==> src/design/nba_pkg.sv <==
package nba_pkg;

    localparam int MAX_WIDTH  = 1024;
    localparam int MAX_HEIGHT = 1024;

    localparam int COL_W   = $clog2(MAX_WIDTH);        // line-buffer address
    localparam int ROW_W   = $clog2(MAX_HEIGHT + 1);   // row counter, holds the height
    localparam int CFG_W   = 11;                       // config data width
    localparam int CFG_IDX_W = 2;
    localparam int POS_W   = 10;                       // result coordinate width
    localparam int CODE_W  = 4;
    localparam int SHEET_W = 6;

    localparam logic [CFG_IDX_W-1:0] REG_MAP_WIDTH  = 2'd0;
    localparam logic [CFG_IDX_W-1:0] REG_MAP_HEIGHT = 2'd1;

    // Tile request handed from the front end to the mask stage.
    typedef struct packed {
        logic             valid;
        logic [COL_W-1:0] col;
        logic [POS_W-1:0] row;
        logic             mid_sel;   // line buffer holding the center row
        logic             up_en;
        logic             right_en;
        logic             left_en;
        logic             down;
        logic             last;
    } tile_req_t;

endpackage

==> src/design/nba_line_ram.sv <==
module nba_line_ram
(
    input  logic                       clk,
    input  logic                       wr_en,
    input  logic [nba_pkg::COL_W-1:0]  wr_addr,
    input  logic                       wr_data,
    input  logic                       rd_en,
    input  logic [nba_pkg::COL_W-1:0]  rd_addr0,
    input  logic [nba_pkg::COL_W-1:0]  rd_addr1,
    output logic                       rd_data0,
    output logic                       rd_data1
);

    logic mem [nba_pkg::MAX_WIDTH];

    always_ff @(posedge clk)
    begin
        if (wr_en)
        begin
            mem[wr_addr] <= wr_data;
        end
    end

    // read-first: a read at the written address returns the old bit
    always_ff @(posedge clk)
    begin
        if (rd_en)
        begin
            rd_data0 <= mem[rd_addr0];
            rd_data1 <= mem[rd_addr1];
        end
    end

endmodule

==> src/design/nba_ctrl.sv <==
module nba_ctrl
(
    input  logic                           clk,
    input  logic                           rst_n,
    input  logic                           in_valid,
    output logic                           in_ready,
    input  logic                           pixel_solid,
    input  logic                           is_flush,
    input  logic                           cfg_valid,
    output logic                           cfg_ready,
    input  logic [nba_pkg::CFG_IDX_W-1:0]  cfg_index,
    input  logic [nba_pkg::CFG_W-1:0]      cfg_data,
    input  logic                           pipe_ready,
    output logic                           rd_en,
    output logic [nba_pkg::COL_W-1:0]      rd_addr0,
    output logic [nba_pkg::COL_W-1:0]      rd_addr1,
    output logic                           wr_en0,
    output logic                           wr_en1,
    output logic [nba_pkg::COL_W-1:0]      wr_addr,
    output logic                           wr_data,
    output nba_pkg::tile_req_t             req
);

    logic [nba_pkg::COL_W-1:0] wlast_reg, wlast_next;
    logic [nba_pkg::ROW_W-1:0] height_reg, height_next;
    logic [nba_pkg::COL_W-1:0] col_reg, col_next;
    logic [nba_pkg::ROW_W-1:0] row_reg, row_next;

    logic accept;
    logic in_frame;
    logic ignored;
    logic produce;
    logic col_end;

    assign in_ready  = pipe_ready;
    assign cfg_ready = 1'b1;
    assign accept    = in_valid & pipe_ready;

    assign in_frame = (row_reg != height_reg);
    assign ignored  = in_frame ? is_flush : ~is_flush;
    assign produce  = ~ignored & (~in_frame | (row_reg != '0));
    assign col_end  = (col_reg == wlast_reg);

    // row r writes buffer r[0]; that buffer still holds row r-2 (the up row)
    assign rd_en    = accept;
    assign rd_addr0 = col_reg;
    assign rd_addr1 = col_reg + 1'b1;
    assign wr_addr  = col_reg;
    assign wr_data  = pixel_solid;
    assign wr_en0   = accept & in_frame & ~is_flush & ~row_reg[0];
    assign wr_en1   = accept & in_frame & ~is_flush & row_reg[0];

    always_comb
    begin
        req.valid    = in_valid & produce;
        req.col      = col_reg;
        req.row      = nba_pkg::POS_W'(row_reg - 1'b1);
        req.mid_sel  = ~row_reg[0];
        req.up_en    = (row_reg >= nba_pkg::ROW_W'(2));
        req.right_en = ~col_end;
        req.left_en  = (col_reg != '0);
        req.down     = in_frame & pixel_solid;
        req.last     = ~in_frame & col_end;
    end

    always_comb
    begin
        wlast_next  = wlast_reg;
        height_next = height_reg;
        col_next    = col_reg;
        row_next    = row_reg;
        if (cfg_valid)
        begin
            unique case (cfg_index)
                nba_pkg::REG_MAP_WIDTH:
                begin
                    if (cfg_data == '0)
                        wlast_next = '0;
                    else if (32'(cfg_data) > nba_pkg::MAX_WIDTH)
                        wlast_next = nba_pkg::COL_W'(nba_pkg::MAX_WIDTH - 1);
                    else
                        wlast_next = nba_pkg::COL_W'(cfg_data - 1'b1);
                    col_next = '0;
                    row_next = '0;
                end
                nba_pkg::REG_MAP_HEIGHT:
                begin
                    if (cfg_data == '0)
                        height_next = nba_pkg::ROW_W'(1);
                    else if (32'(cfg_data) > nba_pkg::MAX_HEIGHT)
                        height_next = nba_pkg::ROW_W'(nba_pkg::MAX_HEIGHT);
                    else
                        height_next = nba_pkg::ROW_W'(cfg_data);
                    col_next = '0;
                    row_next = '0;
                end
                default:
                begin
                end
            endcase
        end
        else if (accept && !ignored)
        begin
            if (col_end)
            begin
                col_next = '0;
                row_next = in_frame ? row_reg + 1'b1 : '0;
            end
            else
            begin
                col_next = col_reg + 1'b1;
            end
        end
    end

    always_ff @(posedge clk or negedge rst_n)
    begin
        if (!rst_n)
        begin
            wlast_reg  <= nba_pkg::COL_W'(nba_pkg::MAX_WIDTH - 1);
            height_reg <= nba_pkg::ROW_W'(nba_pkg::MAX_HEIGHT);
            col_reg    <= '0;
            row_reg    <= '0;
        end
        else
        begin
            wlast_reg  <= wlast_next;
            height_reg <= height_next;
            col_reg    <= col_next;
            row_reg    <= row_next;
        end
    end

endmodule

==> src/design/nba_tile.sv <==
module nba_tile
(
    input  logic                          clk,
    input  logic                          rst_n,
    input  nba_pkg::tile_req_t            req,
    output logic                          pipe_ready,
    input  logic                          buf0_rd0,
    input  logic                          buf0_rd1,
    input  logic                          buf1_rd0,
    input  logic                          buf1_rd1,
    output logic                          out_valid,
    input  logic                          out_ready,
    output logic [nba_pkg::POS_W-1:0]     tile_column,
    output logic [nba_pkg::POS_W-1:0]     tile_row,
    output logic                          tile_present,
    output logic [nba_pkg::CODE_W-1:0]    tile_code,
    output logic [nba_pkg::SHEET_W-1:0]   sheet_x,
    output logic [nba_pkg::SHEET_W-1:0]   sheet_y,
    output logic                          frame_last
);

    nba_pkg::tile_req_t s1_reg;
    logic               s1_valid_reg;
    logic               prev_center_reg;
    logic               out_valid_reg;

    logic                        advance;
    logic                        center;
    logic                        up;
    logic                        right;
    logic                        left;
    logic [nba_pkg::CODE_W-1:0]  code;

    logic [nba_pkg::POS_W-1:0]   col_reg;
    logic [nba_pkg::POS_W-1:0]   row_reg;
    logic                        present_reg;
    logic [nba_pkg::CODE_W-1:0]  code_reg;
    logic                        last_reg;

    assign advance    = ~out_valid_reg | out_ready;
    assign pipe_ready = ~s1_valid_reg | advance;

    always_comb
    begin
        center = s1_reg.mid_sel ? buf1_rd0 : buf0_rd0;
        right  = s1_reg.right_en & (s1_reg.mid_sel ? buf1_rd1 : buf0_rd1);
        up     = s1_reg.up_en & (s1_reg.mid_sel ? buf0_rd0 : buf1_rd0);
        left   = s1_reg.left_en & prev_center_reg;
        code   = center ? {left, s1_reg.down, right, up} : '0;
    end

    always_ff @(posedge clk or negedge rst_n)
    begin
        if (!rst_n)
        begin
            s1_valid_reg    <= 1'b0;
            out_valid_reg   <= 1'b0;
            prev_center_reg <= 1'b0;
        end
        else
        begin
            if (pipe_ready)
                s1_valid_reg <= req.valid;
            if (advance)
                out_valid_reg <= s1_valid_reg;
            if (advance && s1_valid_reg)
                prev_center_reg <= center;
        end
    end

    always_ff @(posedge clk)
    begin
        if (pipe_ready)
            s1_reg <= req;
        if (advance && s1_valid_reg)
        begin
            col_reg     <= nba_pkg::POS_W'(s1_reg.col);
            row_reg     <= s1_reg.row;
            present_reg <= center;
            code_reg    <= code;
            last_reg    <= s1_reg.last;
        end
    end

    assign out_valid    = out_valid_reg;
    assign tile_column  = col_reg;
    assign tile_row     = row_reg;
    assign tile_present = present_reg;
    assign tile_code    = code_reg;
    assign sheet_x      = {code_reg[1:0], 4'b0000};
    assign sheet_y      = {code_reg[3:2], 4'b0000};
    assign frame_last   = last_reg;

endmodule

==> src/design/neighbor_bitmask_autotiler.sv <==
// Pipeline: a word's result (if any) passes the mask-stage and output registers.
// Throughput: one word per cycle, set by the two line-buffer RAMs (one write and
//   two reads each per cycle) and their registered read, if out_ready keeps up.
// Reset (rst_n, async, active low): width and height 1024, position row 0 col 0,
//   pipeline empty. Line buffers are not cleared; each entry is written before use.
module neighbor_bitmask_autotiler
(
    input  logic                           clk,
    input  logic                           rst_n,
    // pixel stream
    input  logic                           in_valid,
    output logic                           in_ready,
    input  logic                           pixel_solid,
    input  logic                           is_flush,
    // tile results
    output logic                           out_valid,
    input  logic                           out_ready,
    output logic [nba_pkg::POS_W-1:0]      tile_column,
    output logic [nba_pkg::POS_W-1:0]      tile_row,
    output logic                           tile_present,
    output logic [nba_pkg::CODE_W-1:0]     tile_code,
    output logic [nba_pkg::SHEET_W-1:0]    sheet_x,
    output logic [nba_pkg::SHEET_W-1:0]    sheet_y,
    output logic                           frame_last,
    // configuration
    input  logic                           cfg_valid,
    output logic                           cfg_ready,
    input  logic [nba_pkg::CFG_IDX_W-1:0]  cfg_index,
    input  logic [nba_pkg::CFG_W-1:0]      cfg_data
);

    // Two 1-bit line buffers used ping-pong by row parity: row r writes its
    // pixels into buffer r[0], whose old contents are row r-2 (the up row),
    // while buffer ~r[0] holds row r-1 (center and right neighbor).
    // Writes happen at accept time; read-first RAMs hand back the old bit.

    logic                      pipe_ready;
    logic                      rd_en;
    logic [nba_pkg::COL_W-1:0] rd_addr0;
    logic [nba_pkg::COL_W-1:0] rd_addr1;
    logic                      wr_en0;
    logic                      wr_en1;
    logic [nba_pkg::COL_W-1:0] wr_addr;
    logic                      wr_data;
    nba_pkg::tile_req_t        req;

    logic buf0_rd0;
    logic buf0_rd1;
    logic buf1_rd0;
    logic buf1_rd1;

    nba_ctrl u_ctrl
    (
        .clk         (clk),
        .rst_n       (rst_n),
        .in_valid    (in_valid),
        .in_ready    (in_ready),
        .pixel_solid (pixel_solid),
        .is_flush    (is_flush),
        .cfg_valid   (cfg_valid),
        .cfg_ready   (cfg_ready),
        .cfg_index   (cfg_index),
        .cfg_data    (cfg_data),
        .pipe_ready  (pipe_ready),
        .rd_en       (rd_en),
        .rd_addr0    (rd_addr0),
        .rd_addr1    (rd_addr1),
        .wr_en0      (wr_en0),
        .wr_en1      (wr_en1),
        .wr_addr     (wr_addr),
        .wr_data     (wr_data),
        .req         (req)
    );

    nba_line_ram u_buf0
    (
        .clk      (clk),
        .wr_en    (wr_en0),
        .wr_addr  (wr_addr),
        .wr_data  (wr_data),
        .rd_en    (rd_en),
        .rd_addr0 (rd_addr0),
        .rd_addr1 (rd_addr1),
        .rd_data0 (buf0_rd0),
        .rd_data1 (buf0_rd1)
    );

    nba_line_ram u_buf1
    (
        .clk      (clk),
        .wr_en    (wr_en1),
        .wr_addr  (wr_addr),
        .wr_data  (wr_data),
        .rd_en    (rd_en),
        .rd_addr0 (rd_addr0),
        .rd_addr1 (rd_addr1),
        .rd_data0 (buf1_rd0),
        .rd_data1 (buf1_rd1)
    );

    // mask stage plus output register
    nba_tile u_tile
    (
        .clk          (clk),
        .rst_n        (rst_n),
        .req          (req),
        .pipe_ready   (pipe_ready),
        .buf0_rd0     (buf0_rd0),
        .buf0_rd1     (buf0_rd1),
        .buf1_rd0     (buf1_rd0),
        .buf1_rd1     (buf1_rd1),
        .out_valid    (out_valid),
        .out_ready    (out_ready),
        .tile_column  (tile_column),
        .tile_row     (tile_row),
        .tile_present (tile_present),
        .tile_code    (tile_code),
        .sheet_x      (sheet_x),
        .sheet_y      (sheet_y),
        .frame_last   (frame_last)
    );

endmodule

==> config.mk <==
export PLATFORM = sky130hd
export DESIGN_NAME = neighbor_bitmask_autotiler
export DESIGN_NICKNAME = d
export VERILOG_FILES = /design/src/design/nba_pkg.sv /design/src/design/nba_line_ram.sv /design/src/design/nba_ctrl.sv /design/src/design/nba_tile.sv /design/src/design/neighbor_bitmask_autotiler.sv
export SDC_FILE = /design/constraint.sdc
export NUM_CORES = 2
export LEC_CHECK = 0
export ABC_AREA = 1
export BUFFER_PORTS_ARGS = -buffer_cell sky130_fd_sc_hd__buf_2
export CORE_MARGIN = 3
export CORE_UTILIZATION = 31
export DETAILED_ROUTE_END_ITERATION = 8
export HOLD_SLACK_MARGIN = 0.06
export PLACE_DENSITY = 0.46
export SYNTH_ARGS = -nofsm -noshare
export SYNTH_HDL_FRONTEND = slang
export SYNTH_SLANG_ARGS = --single-unit
==> constraint.sdc <==
create_clock -name clk -period 4.3 [get_ports clk]
set_input_delay 0.215 -clock clk [delete_from_list [all_inputs] [get_ports clk]]
set_output_delay 0.215 -clock clk [all_outputs]
set_load 0.01 [all_outputs]
# Word-level counts from Yosys, hierarchy flattened
# Memories as Yosys holds them, arrays and structs flattened. A register that Yosys moved wholly into a read port is not among the register bits.
# Index checks and enable logic that the tools add are counted.
[op_classes] add_sub_neg=4 order_cmp=2 n_eq_ne=4 n_mux=21 bitwise=22 n_reduce_logical=14
[op_table] cell="$mux W11" n=7
[op_table] cell="$mux W10" n=6
[op_table] cell="$sub A10 B1 Y10 const B" n=2
[op_table] cell="$and A1 B1 Y1" n=12
[op_table] cell="$add A11 B1 Y11 const B" n=1
[op_table] cell="$ge A11 B2 Y1 const B" n=1
[op_table] cell="$gt A11 B11 Y1 const B" n=1
[op_table] cell="$logic_not A11 Y1" n=1
[op_table] cell="$ne A11 B11 Y1" n=1
[op_table] cell="$reduce_bool A11 Y1" n=1
[op_table] cell="$add A10 B1 Y10 const B" n=1
[op_table] cell="$eq A10 B10 Y1" n=1
[op_table] cell="$reduce_bool A10 Y1" n=1
[op_table] cell="$mux W1" n=8
[op_table] cell="$not A1 Y1" n=7
[op_table] cell="$reduce_and A2 Y1" n=3
[op_table] cell="$reduce_bool A2 Y1" n=2
[op_table] cell="$or A1 B1 Y1" n=3
[op_table] cell="$reduce_and A3 Y1" n=1
[op_table] cell="$eq A2 B1 Y1 const B" n=1
[op_table] cell="$logic_and A1 B1 Y1" n=2
[op_table] cell="$logic_not A2 Y1" n=1
[op_table] cell="$ne A2 B2 Y1 const B" n=1
[op_table] cell="$reduce_or A2 Y1" n=1
[op_table] cell="$logic_not A1 Y1" n=1
[totals] reg_bits=97 ram_bits=2048 in_bits=20 elab_cells=89 mem_count=2
[mem_list] memory="u_buf0.mem" words=1024 word_bits=1 rd=2 rd_ports_with_merged_regs=2 wr=1 line="nba_line_ram.sv:14" rtl="logic mem [nba_pkg::MAX_WIDTH];"
[mem_list] memory="u_buf1.mem" words=1024 word_bits=1 rd=2 rd_ports_with_merged_regs=2 wr=1 line="nba_line_ram.sv:14"

# Longest topological paths before layout
[logic_depth] word_depth=9 mapped_depth=21 ltp_nobuf=15

# Hierarchy
# Synthesis repeated with hierarchy kept, for this count alone.
[hier_totals] hier_cells=14492 hier_area_um2=118915.3
[by_module_without_submodules] module="nba_line_ram at u_buf0" instances=1 cells_per_inst=6967 area_per_inst_um2=56987.2
[by_module_without_submodules] module="nba_line_ram at u_buf1" instances=1 cells_per_inst=6967 area_per_inst_um2=56872.0
[by_module_without_submodules] module="nba_ctrl" instances=1 cells_per_inst=463 area_per_inst_um2=3196.8
[by_module_without_submodules] module="nba_tile" instances=1 cells_per_inst=95 area_per_inst_um2=1859.3

# Least setup slack after synthesis
# Ideal clock, no wire load.
[synth_timing] path_type="reg2reg" start="register u_ctrl.col_reg, in the netlist u_ctrl.rd_addr0[0]" end="register u_buf0.rd_data1 (read register of u_buf0.mem) (data pin)" setup_ps=252 arrival_time_ps=2842 required_time_ps=4048 path_slack_ps=1206 path_stages_with_launch=21 period_less_slack_ps=3094 path_cell_list="dfrtp_1 -> inv_2 -> buf_6 -> buf_2 -> buf_2 -> buf_2 -> ha_1 -> inv_2 -> clkbuf_1 -> clkbuf_1 -> nand3_1 -> nand3_1 -> nand3_1 -> nand3_1 -> nand3_1 -> nand3_1 -> nand3_1 -> nand3_1 -> nand2_1 -> nand2_1 -> nand2_1"
[synth_via] elab_chain_cells=1
[synth_lines] element="start: declaration" line="nba_ctrl.sv:26" rtl="logic [nba_pkg::COL_W-1:0] col_reg, col_next;"
[synth_lines] element="start signal: assignment" line="nba_ctrl.sv:129" rtl="col_reg <= col_next;"
[synth_lines] element="$add A10 B1 Y10" line="nba_ctrl.sv:47" rtl="assign rd_addr1 = col_reg + 1'b1;"
[synth_lines] element="end: declaration" line="nba_line_ram.sv:11" rtl="output logic rd_data1"
# No other way between the ends.
# A chain may end at the register's enable or synchronous reset.

# Worst setup path after layout
# Same ends and word-level chain as after synthesis.

==> insert_results.sql <==
INSERT INTO impl_metrics (metric_group, metric, value, unit) VALUES
('timing', 'worst_hold_slack', '172.1', 'ps'),
('grt', 'track_usage', '0.2458', ''),
('detailed_routing', 'detail_route.vias_per_cell', '5.659', ''),
('clock_tree', 'clk_pin_slew_worst_paths', '60', 'ps'),
('finish', 'num-fill-cells', '40560', ''),
('timing', 'slew_headroom', '0.09694', ''),
('finish', 'design.final.nets', '13440', ''),
('synth', 'syn_area_per_cell', '8.717', 'um^2'),
('synth', 'synth_seq_area_share', '0.5246', ''),
('critical_path', 'timing.critical_path.required', '5080', 'ps'),
('grt', 'number_of_global_route_vias_before_repair', '98270', ''),
('synth', 'yosysWarningCount', '0', ''),
('critical_path', 'worst-r2r-cell-count', '15', ''),
('synth', 'synth_top_cells_by_area', 'edfxtp_1, nand2_1, nand3_1, nor3_2, nor3_1', ''),
('clock_tree', 'resized_cells_post_cts', '0', ''),
('grt', 'grt_first_pass_wirelength', '728800', 'um'),
('timing', 'min_period_over_period', '0.9412', ''),
('critical_path', 'timing.critical_path.from', 'u_ctrl.rd_addr0[0]', ''),
('floorplan', 'die_w', '634.8', 'um'),
('synth', 'total_standard_cell_area_after_synthesis', '122600', 'um^2'),
('grt', 'grt_max_degree', '196', ''),
('floorplan', 'ios', '61', ''),
('critical_path', 'worstReg2RegStart', 'u_ctrl.rd_addr0[0]', ''),
('critical_path', 'setup.worst_path.end_class', 'flip-flop', ''),
('synth', 'count_of_flip_flops_with_a_built_in_enable_after_synthesis', '2103', ''),
('pwr', 'power.density', '438.8', 'nW/um^2'),
('synth', 'count_leader_synth', 'nand2_1', ''),
('synth', 'synth.distinct_cells', '42', ''),
('timing', 'finalCriticalPeriod', '4047', 'ps'),
('clock_tree', 'cts_buffers', '268', ''),
('pwr', 'leakagePower', '44.29', 'nW'),
('place', 'place_ws', '370.9', 'ps'),
('timing', 'finClkSkew', '48.20', 'ps'),
('clock_tree', 'tritoncts_num_sinks', '2148', ''),
('synth', 'synth.top_cells.by_count', 'nand2_1, edfxtp_1, nand3_1', ''),
('detailed_routing', 'detail-route-antenna-nets', '0', ''),
('timing', 'finalHoldViolCount', '0', ''),
('finish', 'layout-drive-gt1-share', '0.1292', ''),
('floorplan', 'die-area', '402900', 'um^2'),
('timing', 'slew_violations', '0', ''),
('synth', 'synth.ff_latch_count', '2148', ''),
('synth', 'yosysTopAreaCell', 'edfxtp_1', ''),
('timing', 'fin_ws', '253.0', 'ps'),
('floorplan', 'floorplan.die.height', '634.8', 'um'),
('critical_path', 'crit_arrival', '4830', 'ps'),
('clock_tree', 'tritoncts_clock_tree', 'built', ''),
('clock_tree', 'clock_tree.htree_level_count', '5', ''),
('synth', 'area_share_of_the_leading_cell_type_in_the_synthesized_netlist', '0.5153', ''),
('synth', 'netlist_instances', '14060', ''),
('timing', 'setup_repair_after_global_routing_missed_its_margin', 'false', ''),
('status', 'run_status', 'finished, final reports clean', ''),
('critical_path', 'setup.reg_to_reg.worst_slack', '250', 'ps'),
('detailed_routing', 'route.vias.total', '106500', ''),
('place', 'globalplace.congestion', '0.8323', ''),
('timing', 'least_margin_pin_slew', '1355', 'ps'),
('critical_path', 'largest_driver_fanout_on_the_critical_path', '28', ''),
('detailed_routing', 'postRouteWirelength', '512300', 'um'),
('floorplan', 'initial_core_util', '0.3118', ''),
('critical_path', 'r2r_end', 'u_buf0.rd_data1', ''),
('floorplan', 'core-area', '393100', 'um^2'),
('hold_path', 'holdCritPathClass', 'input pin to flip-flop', ''),
('detailed_routing', 'first_pass_iters', '6', ''),
('grt', 'grt_antenna_before_repair', '26', ''),
('clock_tree', 'worstSkewPairLatency', '940', 'ps'),
('clock_tree', 'clock-root-buffer', 'clkbuf_16', ''),
('grt', 'grt.overflow.total', '0', ''),
('place', 'detailed_place_hpwl', '280500', 'um'),
('critical_path', 'worstSetupPathType', 'flip-flop to flip-flop', ''),
('synth', 'synth-async-reset-ratio', '0.02095', ''),
('place', 'placedCellCount', '18320', ''),
('finish', 'final_cells', '18830', '');
## stage by stage
| stage | util | power (mW) | area, um^2 |
|---|---|---|---|
| floorplan | - | 32.93 | 122600 |
| global placement | 0.3266 | 38.30 | 128400 |
| detailed placement | 0.3266 | 38.25 | 128400 |
| CTS | 0.3483 | 60.30 | 136900 |
| global route | 0.3483 | 62.45 | 136900 |
| finish | 0.3483 | 60.08 | 136900 |
## power breakdown
group          total, mW  leakage, nW  switching (mW)  internal (mW)
logic               14.7         20.8            10.7           4.04
clock network       22.0         3.99            9.39           12.7
registers           23.3         19.5           0.136           23.2
total               60.1         44.3            20.2           39.9
## logic make-up (layout without fill, tap and decap cells)
| kind of cell | after synthesis | count (layout) | share of synthesized area |
|---|---|---|---|
| flip-flops | 2148 | 2148 | 0.5246 |
| buffers and inverters | 1633 | 1170 | 0.06310 |
| AO/OA/AOI/OAI | 1667 | 1667 | 0.07187 |
| adder cells (fa/ha/maj) | 8 | 8 | 0.0008167 |
| AND/OR/NAND/NOR | 8566 | 8566 | 0.3369 |
| other | 2 | 13 | 0.00006128 |
| multiplexers | 1 | 1 | 0.00008167 |
| XOR/XNOR | 35 | 35 | 0.002624 |
## worst min-delay path by stage
stage / to / cells past startpoint / start / slack (ps)
floorplan: u_ctrl.height_reg[0] / 0 / rst_n / -80
global placement: u_ctrl.row_reg[9] / 1 / rst_n / 310
detailed placement: u_ctrl.row_reg[9] / 1 / rst_n / 310
CTS: u_tile.out_valid / 5 / out_ready / 100
global route: u_tile.out_valid / 5 / out_ready / 210
finish: u_tile.out_valid / 5 / out_ready / 170
## cell usage in the layout, fill, tap and decap left out, drive strengths merged, types with 33 or more instances in the layout
cell	n
nor3	2054
o21ai	1259
inv	140
nand2	3052
clkbuf	356
dlygate4sd3	33
nand3	2045
o22ai	332
nor2	1376
clkinv	95
edfxtp	2103
dfrtp	34
a21oi	63
buf	534
## layer usage
metal	global-route usage	routed length (um)
met5	0	63
met4	0.08047	18430
met3	0.03101	38320
met2	0.3963	234000
met1	0.3409	221400
## area by class of cell
class | count | area, um^2 | area share
antenna | 4 | 10.01 | 0.00007311
clock buffer | 356 | 7407 | 0.05410
clock inverter | 111 | 770.7 | 0.005629
inverter | 136 | 555.5 | 0.004058
multi-input combinational | 10290 | 51050 | 0.3729
sequential | 2148 | 64300 | 0.4696
tap | 5220 | 6531 | 0.04770
timing repair buffer | 567 | 6291 | 0.04595
## worst max-delay path: stages (launching register included)
cell and delay (ps):
dfrtp_4 610, ha_1 280, nand2_2 160, inv_1 150
nor2_4 470, buf_4 540, nand3_1 150, nand3_1 140
nand3_1 180, nand3_1 280, nand3_1 230, nand3_1 140
nand3_1 210, nand2_1 180, nand2_1 70, nand2_1 60
## timing repair
action,CTS,global route
endpoints found under the hold margin,148,0
hold buffers,34,0
setup buffers,0,0
Power figures use the tool's default switching activity.
